<file path="src/ttsf_pkg.sv">
// Shared constants, types and the digit-to-segment table for the
// temperature display-update framer. No dependencies.
package ttsf_pkg;

    localparam int unsigned TempW   = 12;
    localparam int unsigned ByteW   = 8;
    localparam int unsigned FrameN  = 7;
    localparam int unsigned IdxW    = $clog2(FrameN);

    // Bus command bytes
    localparam logic [ByteW-1:0] CmdData = 8'h40;
    localparam logic [ByteW-1:0] CmdAddr = 8'hC0;
    localparam logic [ByteW-1:0] CmdCtrl = 8'h8B;

    // Segment patterns
    localparam logic [ByteW-1:0] SegPoint = 8'h80;
    localparam logic [ByteW-1:0] SegMinus = 8'h40;
    localparam logic [ByteW-1:0] SegCel   = 8'h39;
    localparam logic [ByteW-1:0] SegBlank = 8'h00;
    localparam logic [ByteW-1:0] SegNine  = 8'h6F;

    // Magnitude in tenths at which the display saturates to 99.9
    localparam logic [TempW-1:0] SatTenths = 12'd1000;

    // Byte positions within one update
    localparam logic [IdxW-1:0] PosData = 3'd0;
    localparam logic [IdxW-1:0] PosAddr = 3'd1;
    localparam logic [IdxW-1:0] PosSeg0 = 3'd2;
    localparam logic [IdxW-1:0] PosSeg1 = 3'd3;
    localparam logic [IdxW-1:0] PosSeg2 = 3'd4;
    localparam logic [IdxW-1:0] PosSeg3 = 3'd5;
    localparam logic [IdxW-1:0] PosCtrl = 3'd6;

    // Four segment bytes, leftmost digit first
    typedef struct packed {
        logic [ByteW-1:0] seg0;
        logic [ByteW-1:0] seg1;
        logic [ByteW-1:0] seg2;
        logic [ByteW-1:0] seg3;
    } t_segs;

    // Serializer status toward the input stage
    typedef struct packed {
        logic load_ok;   // a new request may be loaded this cycle
    } t_ser_status;

    function automatic logic [ByteW-1:0] seg_digit(input logic [3:0] d);
        logic [ByteW-1:0] s;
        case (d)
            4'd0:    s = 8'h3F;
            4'd1:    s = 8'h06;
            4'd2:    s = 8'h5B;
            4'd3:    s = 8'h4F;
            4'd4:    s = 8'h66;
            4'd5:    s = 8'h6D;
            4'd6:    s = 8'h7D;
            4'd7:    s = 8'h07;
            4'd8:    s = 8'h7F;
            4'd9:    s = 8'h6F;
            default: s = 8'h00;
        endcase
        return s;
    endfunction

endpackage

</file>
<file path="src/ttsf_decode.sv">
// Combinational decode of a registered temperature request into four
// segment bytes. Depends on ttsf_pkg.
module ttsf_decode
    import ttsf_pkg::*;
(
    input  logic             i_cmd,
    input  logic [TempW-1:0] i_temp,
    output t_segs            o_segs
);

    logic             neg;
    logic [TempW-1:0] mag;
    logic             sat;
    logic [9:0]       m10;
    logic [15:0]      prod_hi;
    logic [3:0]       d_hi;
    logic [6:0]       rem_hi;
    logic [17:0]      prod_un;
    logic [3:0]       d_un;
    logic [3:0]       d_te;

    always_comb begin
        neg = i_temp[TempW-1];
        mag = neg ? (~i_temp + 12'd1) : i_temp;
        sat = (mag >= SatTenths);
        m10 = mag[9:0];
        // divide by 100: exact for values below 1000
        prod_hi = {6'd0, m10} * 16'd41;
        d_hi    = prod_hi[15:12];
        rem_hi  = 7'(m10 - 10'(d_hi) * 10'd100);
        // divide by 10: exact for values below 1029
        prod_un = {11'd0, rem_hi} * 18'd205;
        d_un    = prod_un[14:11];
        d_te    = 4'(rem_hi - 7'(d_un) * 7'd10);

        if (i_cmd) begin
            o_segs = '{SegBlank, SegBlank, SegBlank, SegBlank};
        end else if (sat) begin
            o_segs = '{SegNine, SegNine | SegPoint, SegNine, SegCel};
        end else begin
            o_segs.seg0 = neg ? SegMinus : ((d_hi == 4'd0) ? SegBlank : seg_digit(d_hi));
            o_segs.seg1 = seg_digit(d_un) | SegPoint;
            o_segs.seg2 = seg_digit(d_te);
            o_segs.seg3 = SegCel;
        end
    end

endmodule

</file>
<file path="src/ttsf_serial.sv">
// Frame serializer: holds one update's segment bytes and walks the seven
// bus bytes out over a valid/ready channel. Depends on ttsf_pkg.
module ttsf_serial
    import ttsf_pkg::*;
(
    input  logic             i_clk,
    input  logic             i_rst_n,
    input  logic             i_load,
    input  t_segs            i_segs,
    output t_ser_status      o_status,
    output logic             o_valid,
    input  logic             i_ready,
    output logic [ByteW-1:0] o_bus_byte,
    output logic             o_start_before,
    output logic             o_stop_after,
    output logic             o_last
);

    logic            r_busy, n_busy;
    logic [IdxW-1:0] r_idx, n_idx;
    t_segs           r_segs;
    logic            fire;
    logic            at_end;

    assign fire   = r_busy && i_ready;
    assign at_end = (r_idx == PosCtrl);
    assign o_status.load_ok = !r_busy || (fire && at_end);

    always_comb begin
        n_busy = r_busy;
        n_idx  = r_idx;
        if (fire) begin
            if (at_end) begin
                n_busy = 1'b0;
                n_idx  = PosData;
            end else begin
                n_idx = r_idx + 3'd1;
            end
        end
        if (i_load) begin
            n_busy = 1'b1;
            n_idx  = PosData;
        end
    end

    always_ff @(posedge i_clk) begin
        if (!i_rst_n) begin
            r_busy <= 1'b0;
            r_idx  <= PosData;
        end else begin
            r_busy <= n_busy;
            r_idx  <= n_idx;
        end
    end

    always_ff @(posedge i_clk) begin
        if (i_load) begin
            r_segs <= i_segs;
        end
    end

    assign o_valid = r_busy;

    always_comb begin
        o_bus_byte     = CmdCtrl;
        o_start_before = 1'b0;
        o_stop_after   = 1'b0;
        o_last         = 1'b0;
        unique case (r_idx)
            PosData: begin
                o_bus_byte     = CmdData;
                o_start_before = 1'b1;
                o_stop_after   = 1'b1;
            end
            PosAddr: begin
                o_bus_byte     = CmdAddr;
                o_start_before = 1'b1;
            end
            PosSeg0: o_bus_byte = r_segs.seg0;
            PosSeg1: o_bus_byte = r_segs.seg1;
            PosSeg2: o_bus_byte = r_segs.seg2;
            PosSeg3: begin
                o_bus_byte   = r_segs.seg3;
                o_stop_after = 1'b1;
            end
            PosCtrl: begin
                o_bus_byte     = CmdCtrl;
                o_start_before = 1'b1;
                o_stop_after   = 1'b1;
                o_last         = 1'b1;
            end
            default: begin
                o_bus_byte = CmdCtrl;
            end
        endcase
    end

endmodule

</file>
<file path="src/temp_to_seven_segment_frame.sv">
// Top level of the temperature display-update framer: input register,
// segment decode and frame serializer. Depends on ttsf_pkg, ttsf_decode,
// ttsf_serial.
//
// Each request carries a command bit and a signed temperature in tenths of a
// degree. It produces seven bus bytes, one per cycle while the sink is ready:
// 0x40 (start+stop), 0xC0 (start), four segment bytes (stop after the
// fourth), 0x8B (start+stop, last). Non-negative values show a blanked-zero
// tens digit, units with point, tenths and 'C'; negative values show a
// minus in place of the tens digit. Magnitudes of 100.0 or more read "99.9C"
// without sign; the clear command blanks all four segments. The serializer
// emits one byte per cycle while the sink is ready. From input accept, a
// request passes the input register, then combinational decode into the
// serializer's segment register, before its first byte goes out.
// The next request is accepted while the current frame is still going out,
// so with a ready sink frames follow each other with no gap.
module temp_to_seven_segment_frame
    import ttsf_pkg::*;
(
    input  logic             i_clk,
    input  logic             i_rst_n,
    // request channel
    input  logic             i_valid,
    output logic             o_ready,
    input  logic             i_cmd,
    input  logic [TempW-1:0] i_temperature_tenths,
    // byte channel
    output logic             o_valid,
    input  logic             i_ready,
    output logic [ByteW-1:0] o_bus_byte,
    output logic             o_start_before,
    output logic             o_stop_after,
    output logic             o_last
);

    // Input register: holds one request until the serializer takes it
    logic             r_in_valid;
    logic             r_cmd;
    logic [TempW-1:0] r_temp;
    logic             in_fire;
    logic             load;
    t_segs            segs;
    t_ser_status      ser_status;

    assign load    = r_in_valid && ser_status.load_ok;
    assign o_ready = !r_in_valid || load;
    assign in_fire = i_valid && o_ready;

    always_ff @(posedge i_clk) begin
        if (!i_rst_n) begin
            r_in_valid <= 1'b0;
        end else if (in_fire) begin
            r_in_valid <= 1'b1;
        end else if (load) begin
            r_in_valid <= 1'b0;
        end
    end

    always_ff @(posedge i_clk) begin
        if (in_fire) begin
            r_cmd  <= i_cmd;
            r_temp <= i_temperature_tenths;
        end
    end

    // Digits and segment bytes from the registered request
    ttsf_decode u_decode (
        .i_cmd  (r_cmd),
        .i_temp (r_temp),
        .o_segs (segs)
    );

    // Seven-byte frame out
    ttsf_serial u_serial (
        .i_clk          (i_clk),
        .i_rst_n        (i_rst_n),
        .i_load         (load),
        .i_segs         (segs),
        .o_status       (ser_status),
        .o_valid        (o_valid),
        .i_ready        (i_ready),
        .o_bus_byte     (o_bus_byte),
        .o_start_before (o_start_before),
        .o_stop_after   (o_stop_after),
        .o_last         (o_last)
    );

endmodule

</file>
<file path="config.mk">
export PLATFORM = sky130hd
export DESIGN_NAME = temp_to_seven_segment_frame
export DESIGN_NICKNAME = d
export VERILOG_FILES = /design/src/ttsf_pkg.sv /design/src/ttsf_decode.sv /design/src/ttsf_serial.sv /design/src/temp_to_seven_segment_frame.sv
export SDC_FILE = /design/constraint.sdc
export NUM_CORES = 1
export LEC_CHECK = 0
export BUFFER_PORTS_ARGS = -buffer_cell sky130_fd_sc_hd__buf_4
export CELL_PAD_IN_SITES_DETAIL_PLACEMENT = 0
export CELL_PAD_IN_SITES_GLOBAL_PLACEMENT = 2
export CORE_MARGIN = 5
export CORE_UTILIZATION = 40
export DETAILED_ROUTE_END_ITERATION = 12
export HOLD_SLACK_MARGIN = 0.02
export PLACE_DENSITY = 0.83
export SLEW_MARGIN = 10
export SYNTH_ARGS = -nofsm -noshare
export SYNTH_HDL_FRONTEND = slang
export SYNTH_SLANG_ARGS = --single-unit
</file>
<file path="constraint.sdc">
create_clock -name i_clk -period 13.13 [get_ports i_clk]
set_input_delay 1.9695 -clock i_clk [delete_from_list [all_inputs] [get_ports i_clk]]
set_output_delay 1.9695 -clock i_clk [all_outputs]
set_load 0.02 [all_outputs]
</file>
==> metrics.csv, run 1 <==
stage,metric,value,unit
cts,H-tree depth,2,
timing,unrepaired setup endpoints after global routing,no,
placed_design,Final Wtd Congestion,0.825,
final_layout,share of cells above drive strength 1,11.0,%
critical_path,"Max FO, Critical Path",9,
timing,final hold vios,0,
critical_path,type of origin of the critical path,register,
logic_synthesis,async set-reset flop share out of synthesis,0,%
logic_synthesis,post-synthesis cell count,480,
cts,CTS resizes,0,
floorplanning,# IOs,30,
floorplanning,Die X,116,µm
cts,TritonCTS Buffers,5,
cts,number of hold buffers added after cts,0,
critical_path,critical path class,register to register,
logic_synthesis,"Cell Area, Synth",0.00449,mm²
logic_synthesis,synth top area cells,"ha_1, edfxtp_1, fa_1",
drt,drt pass-1 iters,5,
logic_synthesis,commonest cells in the netlist,"ha_1, inv_1, a21oi_1",
drt,Routed Antenna Nets,0,
logic_synthesis,Yosys cell types,62,
global_routing,vias in the first global route,3359,
cts,Worst-path clk slew,60,ps
logic_synthesis,most common cell in the netlist,ha_1,
timing,# setup viols final,0,
placed_design,Post-DP Area,0.00481,mm²
global_routing,first-pass GRT wire length,15700,µm
cts,Bufs on Longest Clock Path,2,
logic_synthesis,"Seq/Total Area, Yosys",25.6,%
critical_path,crit end category,register,
drt,initial DRC count,124,
timing,TNS Setup,0,ps
global_routing,initial antenna violation count,0,
final_layout,area delta synth->final,11.0,%
cts,Clock Sinks,40,
timing,crit share post-route,90.7,%
cts,Clock Latency Late Sink,280,ps
drt,wire per inst,14.4,µm
logic_synthesis,"area leader, netlist",ha_1,
drt,Via density,5.21,
timing,Clock Skew,7.16,ps
logic_synthesis,syn avg cell area,9.36,µm²
global_routing,Overflow after GRT,0,
floorplanning,Core ar.,0.0109,mm²
final_layout,utilization after layout,45.6,%
timing,Slew headroom,30.2,%
placed_design,pre-CTS setup slack,1190,ps
cts,CTS tree,done,
critical_path,worst path required time,13130,ps
timing,max-slew violations,0,
floorplanning,Die H,116,µm
floorplanning,die footprint,0.0134,mm²
drt,# DRC,0,
logic_synthesis,Syn Nets,602,
final_layout,number of fillers in the final layout,1074,
critical_path,critical path's largest stage delay,600,ps
final_layout,# diodes,0,
drt,aggregate routed wire length,9180,µm
logic_synthesis,number of enable flip-flop cells after synthesis,35,
critical_path,"Max stage delay cell, worst path",or4_1,
job,max-cap violation count,0,
timing,Period minus WS final,11910,ps
floorplanning,row count,38,
placed_design,post-DP HPWL,7720,µm
timing,final setup margin,1220,ps
logic_synthesis,Synth warnings,0,
cts,Setup Buffers After CTS,0,
global_routing,pin count of the biggest net entering global routing,24,
logic_synthesis,Synth Flop Type,edfxtp_1,
cts,clk root buf,clkbuf_16,
critical_path,worst path arrival time,11910,ps
floorplanning,initial core utilization,41.1,%
logic_synthesis,area share of the largest cell type after synthesis,25.4,%
global_routing,GRT Total Usage,14.4,%
hold_path,type of the worst min-delay path,register to register,
timing,worst-margin pin slew,1040,ps
logic_synthesis,synthesized flop and latch total,40,
drt,Via Count,3330,
timing,Fmax achieved,84.0,MHz
placed_design,Port Buffers,29,
final_layout,Final #Nets,620,
final_layout,final instance area,0.00498,mm²
status,run status,finished clean,
==> cells in the final DEF, fill, tap and decap left out, types with 7 or more instances in the layout <==
cell type,synthesis,routed
nand2_1,30,30
nor3_1,11,11
ha_1,91,91
xor2_1,7,7
inv_1,61,61
a22oi_1,7,7
o21ai_0,15,15
and2_1,8,8
buf_4,1,29
fa_1,14,14
a21oi_1,39,39
nor2_1,22,22
xnor2_1,19,19
nand3_1,12,12
edfxtp_1,35,35
==> final cells by class <==
class	count	area (µm²)	share of cell area, %
clock inverter	3	46.3	0.929
tap	140	175	3.51
sequential	40	1150	23.1
multi-input combinational	360	3040	60.9
inverter	62	233	4.67
timing repair buffer	29	218	4.37
clock buffer	5	125	2.51
==> state kept, by name, summed over array words and instances, names as in the netlist <==
signal / cells
u_serial.r_segs: 22
r_in_valid: 1
r_cmd: 1
u_serial.r_idx: 3
u_serial.o_valid: 1
r_temp: 12
==> logic make-up (layout without fill, tap and decap cells) <==
group / Yosys count / count (layout) / share of synthesized area (%)
flip-flops: 40 / 40 / 25.6
adder cells (fa/ha/maj): 108 / 108 / 32.3
XOR/XNOR: 28 / 28 / 5.80
AO/OA/AOI/OAI: 103 / 103 / 15.1
AND/OR/NAND/NOR: 114 / 114 / 12.7
multiplexers: 7 / 7 / 1.62
buffers and inverters: 80 / 99 / 6.83
==> layer usage <==
| layer | vias to the layer above | routed length (µm) | GRT usage [%] |
|---|---|---|---|
| li1 | 1729 | - | - |
| met1 | 1543 | 4350 | 18.8 |
| met2 | 52 | 4450 | 25.5 |
| met3 | 6 | 317 | 2.30 |
| met4 | 0 | 73 | 2.47 |
| met5 | - | 0 | 0 |
==> per-stage QoR <==
step                std cells  hold slack (ps)
floorplan                 480              477
global placement          631              488
detailed placement        631              491
CTS                       639              499
global route              639              529
finish                    639              494
==> critical path, delay by kind of cell, from the launching register on <==
kind / cells / cell delay [ps]
DFF: 1 / 550
buffers and inverters: 8 / 1130
xor gates and xnor gates: 7 / 1680
AOI/OAI and AO/OA: 7 / 1510
adders and majority gates: 13 / 4630
and+or+nand+nor: 7 / 2110
==> worst paths after layout <==
path / start / to / slack, ps / cells past startpoint
worst min register to register: u_serial.o_valid / u_serial.r_idx[1] / 490 / 2
worst max register to register: r_temp[0] / u_serial.r_segs[14] / 1220 / 42
worst max-delay path: r_temp[0] / u_serial.r_segs[14] / 1220 / 42
worst min-delay path: u_serial.o_valid / u_serial.r_idx[1] / 490 / 2
Power of run 1 is not shown: default switching activity piles up to over one toggle a cycle in this logic, so the estimate is an artifact.
==> run 2: changes to the inputs <==
--- a/config.mk
+++ b/config.mk
@@ -9,10 +9,10 @@
 export CELL_PAD_IN_SITES_DETAIL_PLACEMENT = 0
 export CELL_PAD_IN_SITES_GLOBAL_PLACEMENT = 2
 export CORE_MARGIN = 5
-export CORE_UTILIZATION = 40
+export CORE_UTILIZATION = 25
 export DETAILED_ROUTE_END_ITERATION = 12
 export HOLD_SLACK_MARGIN = 0.02
-export PLACE_DENSITY = 0.83
+export PLACE_DENSITY = 0.63
 export SLEW_MARGIN = 10
 export SYNTH_ARGS = -nofsm -noshare
 export SYNTH_HDL_FRONTEND = slang
==> run 2 against run 1 <==
Against the previous run: clock skew decreased by 2.4 ps; die area is 54% higher; register-to-register slack lost 30 ps; setup slack got worse by 30 ps; sequential share of layout area fell by 0.50 points; global-route usage shrank 4.2 points; critical path depth did not move; clock-buffer cell count did not move; via count shrank 0.60%; design area rose by 2.2%; first-iteration DRC count increased by 11%; routed wire length rose by 9.1%.
==> metrics.csv, run 2 (synthesized netlist as in run 1, its figures left out) <==
stage,metric,value,unit,change
global_routing,first-pass GRT wire length,17300,µm,+9.9%
timing,Fmax achieved,83.8,MHz,-0.25%
drt,metal2 WL,4500,µm,+1.2%
final_layout,Final #Nets,620,,unchanged
drt,# DRC,0,,unchanged
timing,crit share post-route,90.9,%,+0.23 points
placed_design,Port Buffers,29,,unchanged
critical_path,"Max stage delay cell, worst path",nor3_1,,
critical_path,type of origin of the critical path,register,,
cts,Clock Sinks,40,,unchanged
cts,CTS tree,done,,
timing,final hold vios,0,,unchanged
floorplanning,Core ar.,0.0178,mm²,+63%
timing,max-slew violations,0,,unchanged
cts,Worst-path clk slew,60,ps,about the same
final_layout,Largest Register,u_serial.r_segs,,
cts,Setup Buffers After CTS,0,,unchanged
cts,number of hold buffers added after cts,0,,unchanged
floorplanning,# IOs,30,,unchanged
final_layout,# diodes,0,,unchanged
drt,routed wl met3,301,µm,-5.0%
hold_path,type of the worst min-delay path,register to register,,
critical_path,R2R Path End,u_serial.r_segs[14],,
final_layout,"most common cell after layout, fill and taps aside",ha_1,,
drt,aggregate routed wire length,10000,µm,+9.1%
global_routing,GRT Total Usage,10.2,%,-4.2 points
cts,H-tree depth,2,,unchanged
final_layout,most frequent cells in the layout,"ha_1, inv_1, a21oi_1, edfxtp_1, nand2_1",,
final_layout,Largest register FFs,22,,unchanged
drt,initial DRC count,138,,+11%
final_layout,number of fillers in the final layout,1881,,+75%
global_routing,pin count of the biggest net entering global routing,24,,unchanged
timing,# setup viols final,0,,unchanged
global_routing,initial antenna violation count,0,,unchanged
status,run status,finished clean,,
placed_design,Post-DP Area,0.00492,mm²,+2.3%
critical_path,worst path required time,13140,ps,about the same
floorplanning,initial core utilization,25.2,%,-16 points
final_layout,FF+latch area,0.00115,mm²,unchanged
critical_path,critical path class,register to register,,
critical_path,critical path's largest stage delay,600,ps,about the same
drt,drt pass-1 iters,4,,-1
floorplanning,Die H,144,µm,+24%
cts,clk root buf,clkbuf_16,,
final_layout,combined area of the multi-input logic cells,0.00304,mm²,unchanged
global_routing,vias in the first global route,3482,,+3.7%
timing,Clock Skew,4.75,ps,-2.41 ps
floorplanning,Die X,144,µm,+24%
critical_path,"Max FO, Critical Path",9,,unchanged
timing,Period minus WS final,11940,ps,+29.8 ps
timing,unrepaired setup endpoints after global routing,no,,
floorplanning,die footprint,0.0207,mm²,+54%
drt,uppermost routed layer,met4,,
job,max-cap violation count,0,,unchanged
drt,wire per inst,13.8,µm,-4.3%
timing,Slew headroom,28.4,%,-1.8 points
cts,Bufs on Longest Clock Path,2,,unchanged
critical_path,Reg-to-Reg Start,r_temp[0],,
final_layout,final instance area,0.00509,mm²,+2.2%
final_layout,area delta synth->final,13.5,%,
cts,CTS resizes,0,,unchanged
critical_path,worst path arrival time,11950,ps,+40 ps
drt,Via density,4.55,,-13%
critical_path,crit end category,register,,
floorplanning,row count,49,,+29%
final_layout,biggest regs,"u_serial.r_segs: 22 flops, r_temp: 12 flops, u_serial.r_idx: 3 flops",,
cts,Clock Latency Late Sink,280,ps,about the same
drt,Via Count,3310,,-0.60%
final_layout,share of cells above drive strength 1,11.0,%,unchanged
timing,worst-margin pin slew,1070,ps,+29.1 ps
critical_path,crit path launch,r_temp[0],,
final_layout,utilization after layout,28.6,%,-17 points
timing,TNS Setup,0,ps,unchanged
placed_design,post-DP HPWL,8380,µm,+8.5%
global_routing,Overflow after GRT,0,,unchanged
critical_path,crit path to,u_serial.r_segs[14],,
critical_path,reg2reg path depth,42,,unchanged
drt,met1 WL,5110,µm,+17%
critical_path,R2R Setup Slk,1190,ps,-30 ps
drt,Routed Antenna Nets,0,,unchanged
cts,TritonCTS Buffers,5,,unchanged
placed_design,Final Wtd Congestion,0.793,,-3.9%
[run 2: cell counts in the layout (fill, tap and decap cells not counted)]
No cell type changed its count.
[run 2: how the worst min path moves through the flow]
stage	from	to	slack, ps	cells after the start
floorplan	r_in_valid	u_serial.o_valid	480	1
global placement	r_in_valid	u_serial.o_valid	490	1
detailed placement	u_serial.o_valid	u_serial.r_idx[1]	510	2
CTS	u_serial.o_valid	u_serial.r_idx[1]	510	2
global route	u_serial.o_valid	u_serial.r_idx[1]	540	2
finish	u_serial.o_valid	u_serial.r_idx[1]	510	2
[run 2: critical path: cells and delay by family, from the launching register on]
kind / cells / cell delay [ps]
AND/OR/NAND/NOR: 7 / 2120
adder cells (fa/ha/maj): 13 / 4630
buffers and inverters: 8 / 1180
AO/OA/AOI/OAI: 7 / 1510
XOR/XNOR: 7 / 1660
flip-flops: 1 / 550
[run 2: routing by layer]
layer | vias to the layer above | global-route usage, %
met4 | 0 | 1.73
li1 | 1734 | -
met3 | 9 | 1.72
met5 | - | 0
met1 | 1514 | 14.1
met2 | 53 | 16.9
[run 2: per-stage QoR]
| stage | setup WS (ps) | instances | hold slack [ps] |
|---|---|---|---|
| floorplan | 2480 | 480 | 477 |
| global placement | 1330 | 720 | 488 |
| detailed placement | 1120 | 720 | 506 |
| CTS | 1070 | 728 | 515 |
| global route | 264 | 728 | 536 |
| finish | 1190 | 728 | 512 |
[run 2: layout make-up]
type | instances | area share, %
multi-input cells | 360 | 59.6
inverters | 62 | 4.57
clock buffers | 5 | 2.46
flip-flops and latches | 40 | 22.6
repair buffers | 29 | 4.27
clock inverters | 3 | 0.909
well taps | 229 | 5.62
Power of run 2 is left out for the same reason.
==> run 3: changes to the inputs <==
--- a/config.mk
+++ b/config.mk
@@ -5,15 +5,16 @@
 export SDC_FILE = /design/constraint.sdc
 export NUM_CORES = 1
 export LEC_CHECK = 0
-export BUFFER_PORTS_ARGS = -buffer_cell sky130_fd_sc_hd__buf_4
 export CELL_PAD_IN_SITES_DETAIL_PLACEMENT = 0
 export CELL_PAD_IN_SITES_GLOBAL_PLACEMENT = 2
 export CORE_MARGIN = 5
 export CORE_UTILIZATION = 25
 export DETAILED_ROUTE_END_ITERATION = 12
+export DONT_BUFFER_PORTS = 1
 export HOLD_SLACK_MARGIN = 0.02
-export PLACE_DENSITY = 0.63
-export SLEW_MARGIN = 10
+export PLACE_DENSITY = 0.6
+export SLEW_MARGIN = 25
 export SYNTH_ARGS = -nofsm -noshare
 export SYNTH_HDL_FRONTEND = slang
+export SYNTH_HIERARCHICAL = 1
 export SYNTH_SLANG_ARGS = --single-unit
==> run 3 against run 2 <==
Against the previous run: global-route usage about the same; sequential share of layout area is 4.5 points higher; synthesized area increased by 12%; core utilization decreased by 1.3 points; critical path type unchanged; setup slack gained 670 ps; non-clock buffer count fell by 29; clock-buffer cell count increased by 1; die area grew 11%; first-iteration DRC count is 9.4% higher; synthesized cell count increased by 6.7%; flip-flop and latch count is 10 higher.
==> metrics.csv, run 3 <==
stage,metric,value,unit,change
final_layout,area delta synth->final,6.62,%,
critical_path,worst path arrival time,11280,ps,-670 ps
global_routing,pin count of the biggest net entering global routing,35,,+46%
logic_synthesis,area share of the largest cell type after synthesis,26.9,%,+1.5 points
global_routing,vias in the first global route,3593,,+3.2%
logic_synthesis,"Cell Area, Synth",0.00503,mm²,+12%
critical_path,crit end category,register,,
global_routing,GRT Total Usage,10.2,%,+0.015 points
final_layout,FF+latch area,0.00145,mm²,+26%
floorplanning,Die X,152,µm,+5.4%
timing,Clock Skew,6.23,ps,+1.48 ps
drt,# DRC,0,,unchanged
placed_design,Final Wtd Congestion,0.853,,+7.6%
placed_design,Post-DP Area,0.00522,mm²,+6.0%
timing,final hold vios,0,,unchanged
timing,TNS Setup,0,ps,unchanged
critical_path,critical path class,register to register,,
critical_path,worst path required time,13140,ps,about the same
timing,Slew headroom,41.3,%,+13 points
cts,Clock Latency Late Sink,290,ps,about the same
final_layout,final instance area,0.00536,mm²,+5.3%
logic_synthesis,Synth warnings,6,,+6
logic_synthesis,"Seq/Total Area, Yosys",28.8,%,+3.2 points
timing,unrepaired setup endpoints after global routing,no,,
final_layout,utilization after layout,27.3,%,-1.3 points
cts,Bufs on Longest Clock Path,2,,unchanged
floorplanning,initial core utilization,25.6,%,+0.43 points
critical_path,"Max FO, Critical Path",10,,+1
drt,aggregate routed wire length,11500,µm,+15%
logic_synthesis,"area leader, netlist",edfxtp_1,,
logic_synthesis,most common cell in the netlist,ha_1,,
floorplanning,row count,51,,+4.1%
final_layout,biggest regs,"u_serial/r_segs: 32 flops, r_temp: 12 flops, u_serial/r_idx: 3 flops",,
logic_synthesis,async set-reset flop share out of synthesis,0,%,unchanged
logic_synthesis,commonest cells in the netlist,"ha_1, inv_1, edfxtp_1",,
critical_path,Buf/Inv on CP,6,,-2
cts,CTS tree,done,,
final_layout,Largest register FFs,32,,+45%
drt,drt pass-1 iters,4,,unchanged
final_layout,Largest Register,u_serial/r_segs,,
cts,CTS resizes,0,,unchanged
final_layout,# diodes,0,,unchanged
critical_path,type of origin of the critical path,register,,
logic_synthesis,number of enable flip-flop cells after synthesis,45,,+29%
timing,max-slew violations,0,,unchanged
critical_path,"Max stage delay cell, worst path",a311oi_2,,
floorplanning,Die H,152,µm,+5.4%
timing,worst-margin pin slew,871,ps,-197 ps
timing,# setup viols final,0,,unchanged
final_layout,Final #Nets,614,,-0.97%
status,run status,finished clean,,
placed_design,post-DP HPWL,9310,µm,+11%
logic_synthesis,Yosys cell types,73,,+18%
final_layout,combined area of the multi-input logic cells,0.00321,mm²,+5.7%
logic_synthesis,post-synthesis cell count,512,,+6.7%
floorplanning,die footprint,0.0231,mm²,+11%
critical_path,critical path's largest stage delay,560,ps,-40 ps
global_routing,Overflow after GRT,0,,unchanged
global_routing,first-pass GRT wire length,19500,µm,+13%
final_layout,most frequent cells in the layout,"ha_1, inv_1, edfxtp_1, nand2_1, a21oi_1",,
logic_synthesis,synth top area cells,"edfxtp_1, ha_1, fa_1",,
drt,wire per inst,15.1,µm,+9.9%
cts,clk root buf,clkbuf_16,,
final_layout,number of fillers in the final layout,2112,,+12%
critical_path,Critical Path Most Common Cell,ha_1,,
floorplanning,Core ar.,0.0197,mm²,+10%
cts,Worst-path clk slew,70,ps,about the same
global_routing,initial antenna violation count,1,,+1
critical_path,R2R Setup Slk,1860,ps,+670 ps
final_layout,share of cells above drive strength 1,5.62,%,-5.4 points
final_layout,"most common cell after layout, fill and taps aside",ha_1,,
cts,Setup Buffers After CTS,0,,unchanged
drt,Via density,4.64,,+2.1%
logic_synthesis,synthesized flop and latch total,50,,+25%
timing,Period minus WS final,11270,ps,-670 ps
logic_synthesis,Synth Flop Type,edfxtp_1,,
critical_path,"CP delay by family, top",adder cells,,
hold_path,type of the worst min-delay path,register to register,,
drt,initial DRC count,151,,+9.4%
cts,H-tree depth,2,,unchanged
drt,Via Count,3542,,+7.0%
timing,Fmax achieved,88.7,MHz,+5.9%
floorplanning,# IOs,30,,unchanged
cts,number of hold buffers added after cts,0,,unchanged
timing,crit share post-route,85.8,%,-5.1 points
cts,TritonCTS Buffers,5,,unchanged
logic_synthesis,syn avg cell area,9.83,µm²,+5.0%
cts,Clock Sinks,50,,+25%
drt,Routed Antenna Nets,0,,unchanged
placed_design,Port Buffers,0,,-100%
job,max-cap violation count,0,,unchanged
-- run 3: cells by family (layout without fill, tap and decap cells) --
family / Yosys count / count (layout) / synth area share [%]
AO/OA/AOI/OAI: 108 / 108 / 15.2
XOR/XNOR: 30 / 30 / 5.67
adder cells (fa/ha/maj): 102 / 102 / 27.4
buffers and inverters: 88 / 69 / 7.73
flip-flops: 50 / 50 / 28.8
multiplexers: 11 / 11 / 2.26
other: 1 / 6 / 0.0745
AND/OR/NAND/NOR: 122 / 122 / 12.9
-- run 3: worst reg2reg max path: cells and delay by family, from the launching register on --
| kind | cells | cell delay (ps) |
|---|---|---|
| AOI/OAI and AO/OA | 7 | 1970 |
| DFF | 1 | 540 |
| muxes | 1 | 280 |
| xor gates and xnor gates | 6 | 1650 |
| and+or+nand+nor | 5 | 1310 |
| buffers and inverters | 6 | 790 |
| adders and majority gates | 13 | 4470 |
-- run 3: final timing paths --
kind / startpoint / endpoint / depth (start not counted)
worst max-delay path: r_temp[0] / u_serial/r_segs[8] / 38
worst min-delay path: r_in_valid / r_in_valid / 2
worst max register to register: r_temp[0] / u_serial/r_segs[8] / 38
worst min register to register: r_in_valid / r_in_valid / 2
-- run 3: routing by layer --
| layer | vias up | part of all wire [%] | track usage (%) |
|---|---|---|---|
| met5 | - | 0.061 | 0 |
| met4 | 2 | 1.7 | 3.25 |
| met3 | 12 | 2.2 | 1.19 |
| met2 | 34 | 44 | 15.8 |
| met1 | 1707 | 52 | 14.9 |
| li1 | 1787 | - | - |
-- run 3: final cells by class --
class | instances | share of cell area (%)
clock buffer | 6 | 2.40
clock inverter | 2 | 0.257
inverter | 61 | 4.27
multi-input combinational | 379 | 59.8
sequential | 50 | 27.1
tap | 265 | 6.18
-- run 3: per-stage QoR --
step | hold slack (ps) | instances | setup slack [ps]
after global routing | 584 | 763 | 920
after floorplan | 526 | 517 | 3420
after CTS | 566 | 763 | 1770
after detailed placement | 554 | 755 | 1820
final | 561 | 763 | 1860
after global placement | 542 | 755 | 1960
Power of run 3 is left out for the same reason.
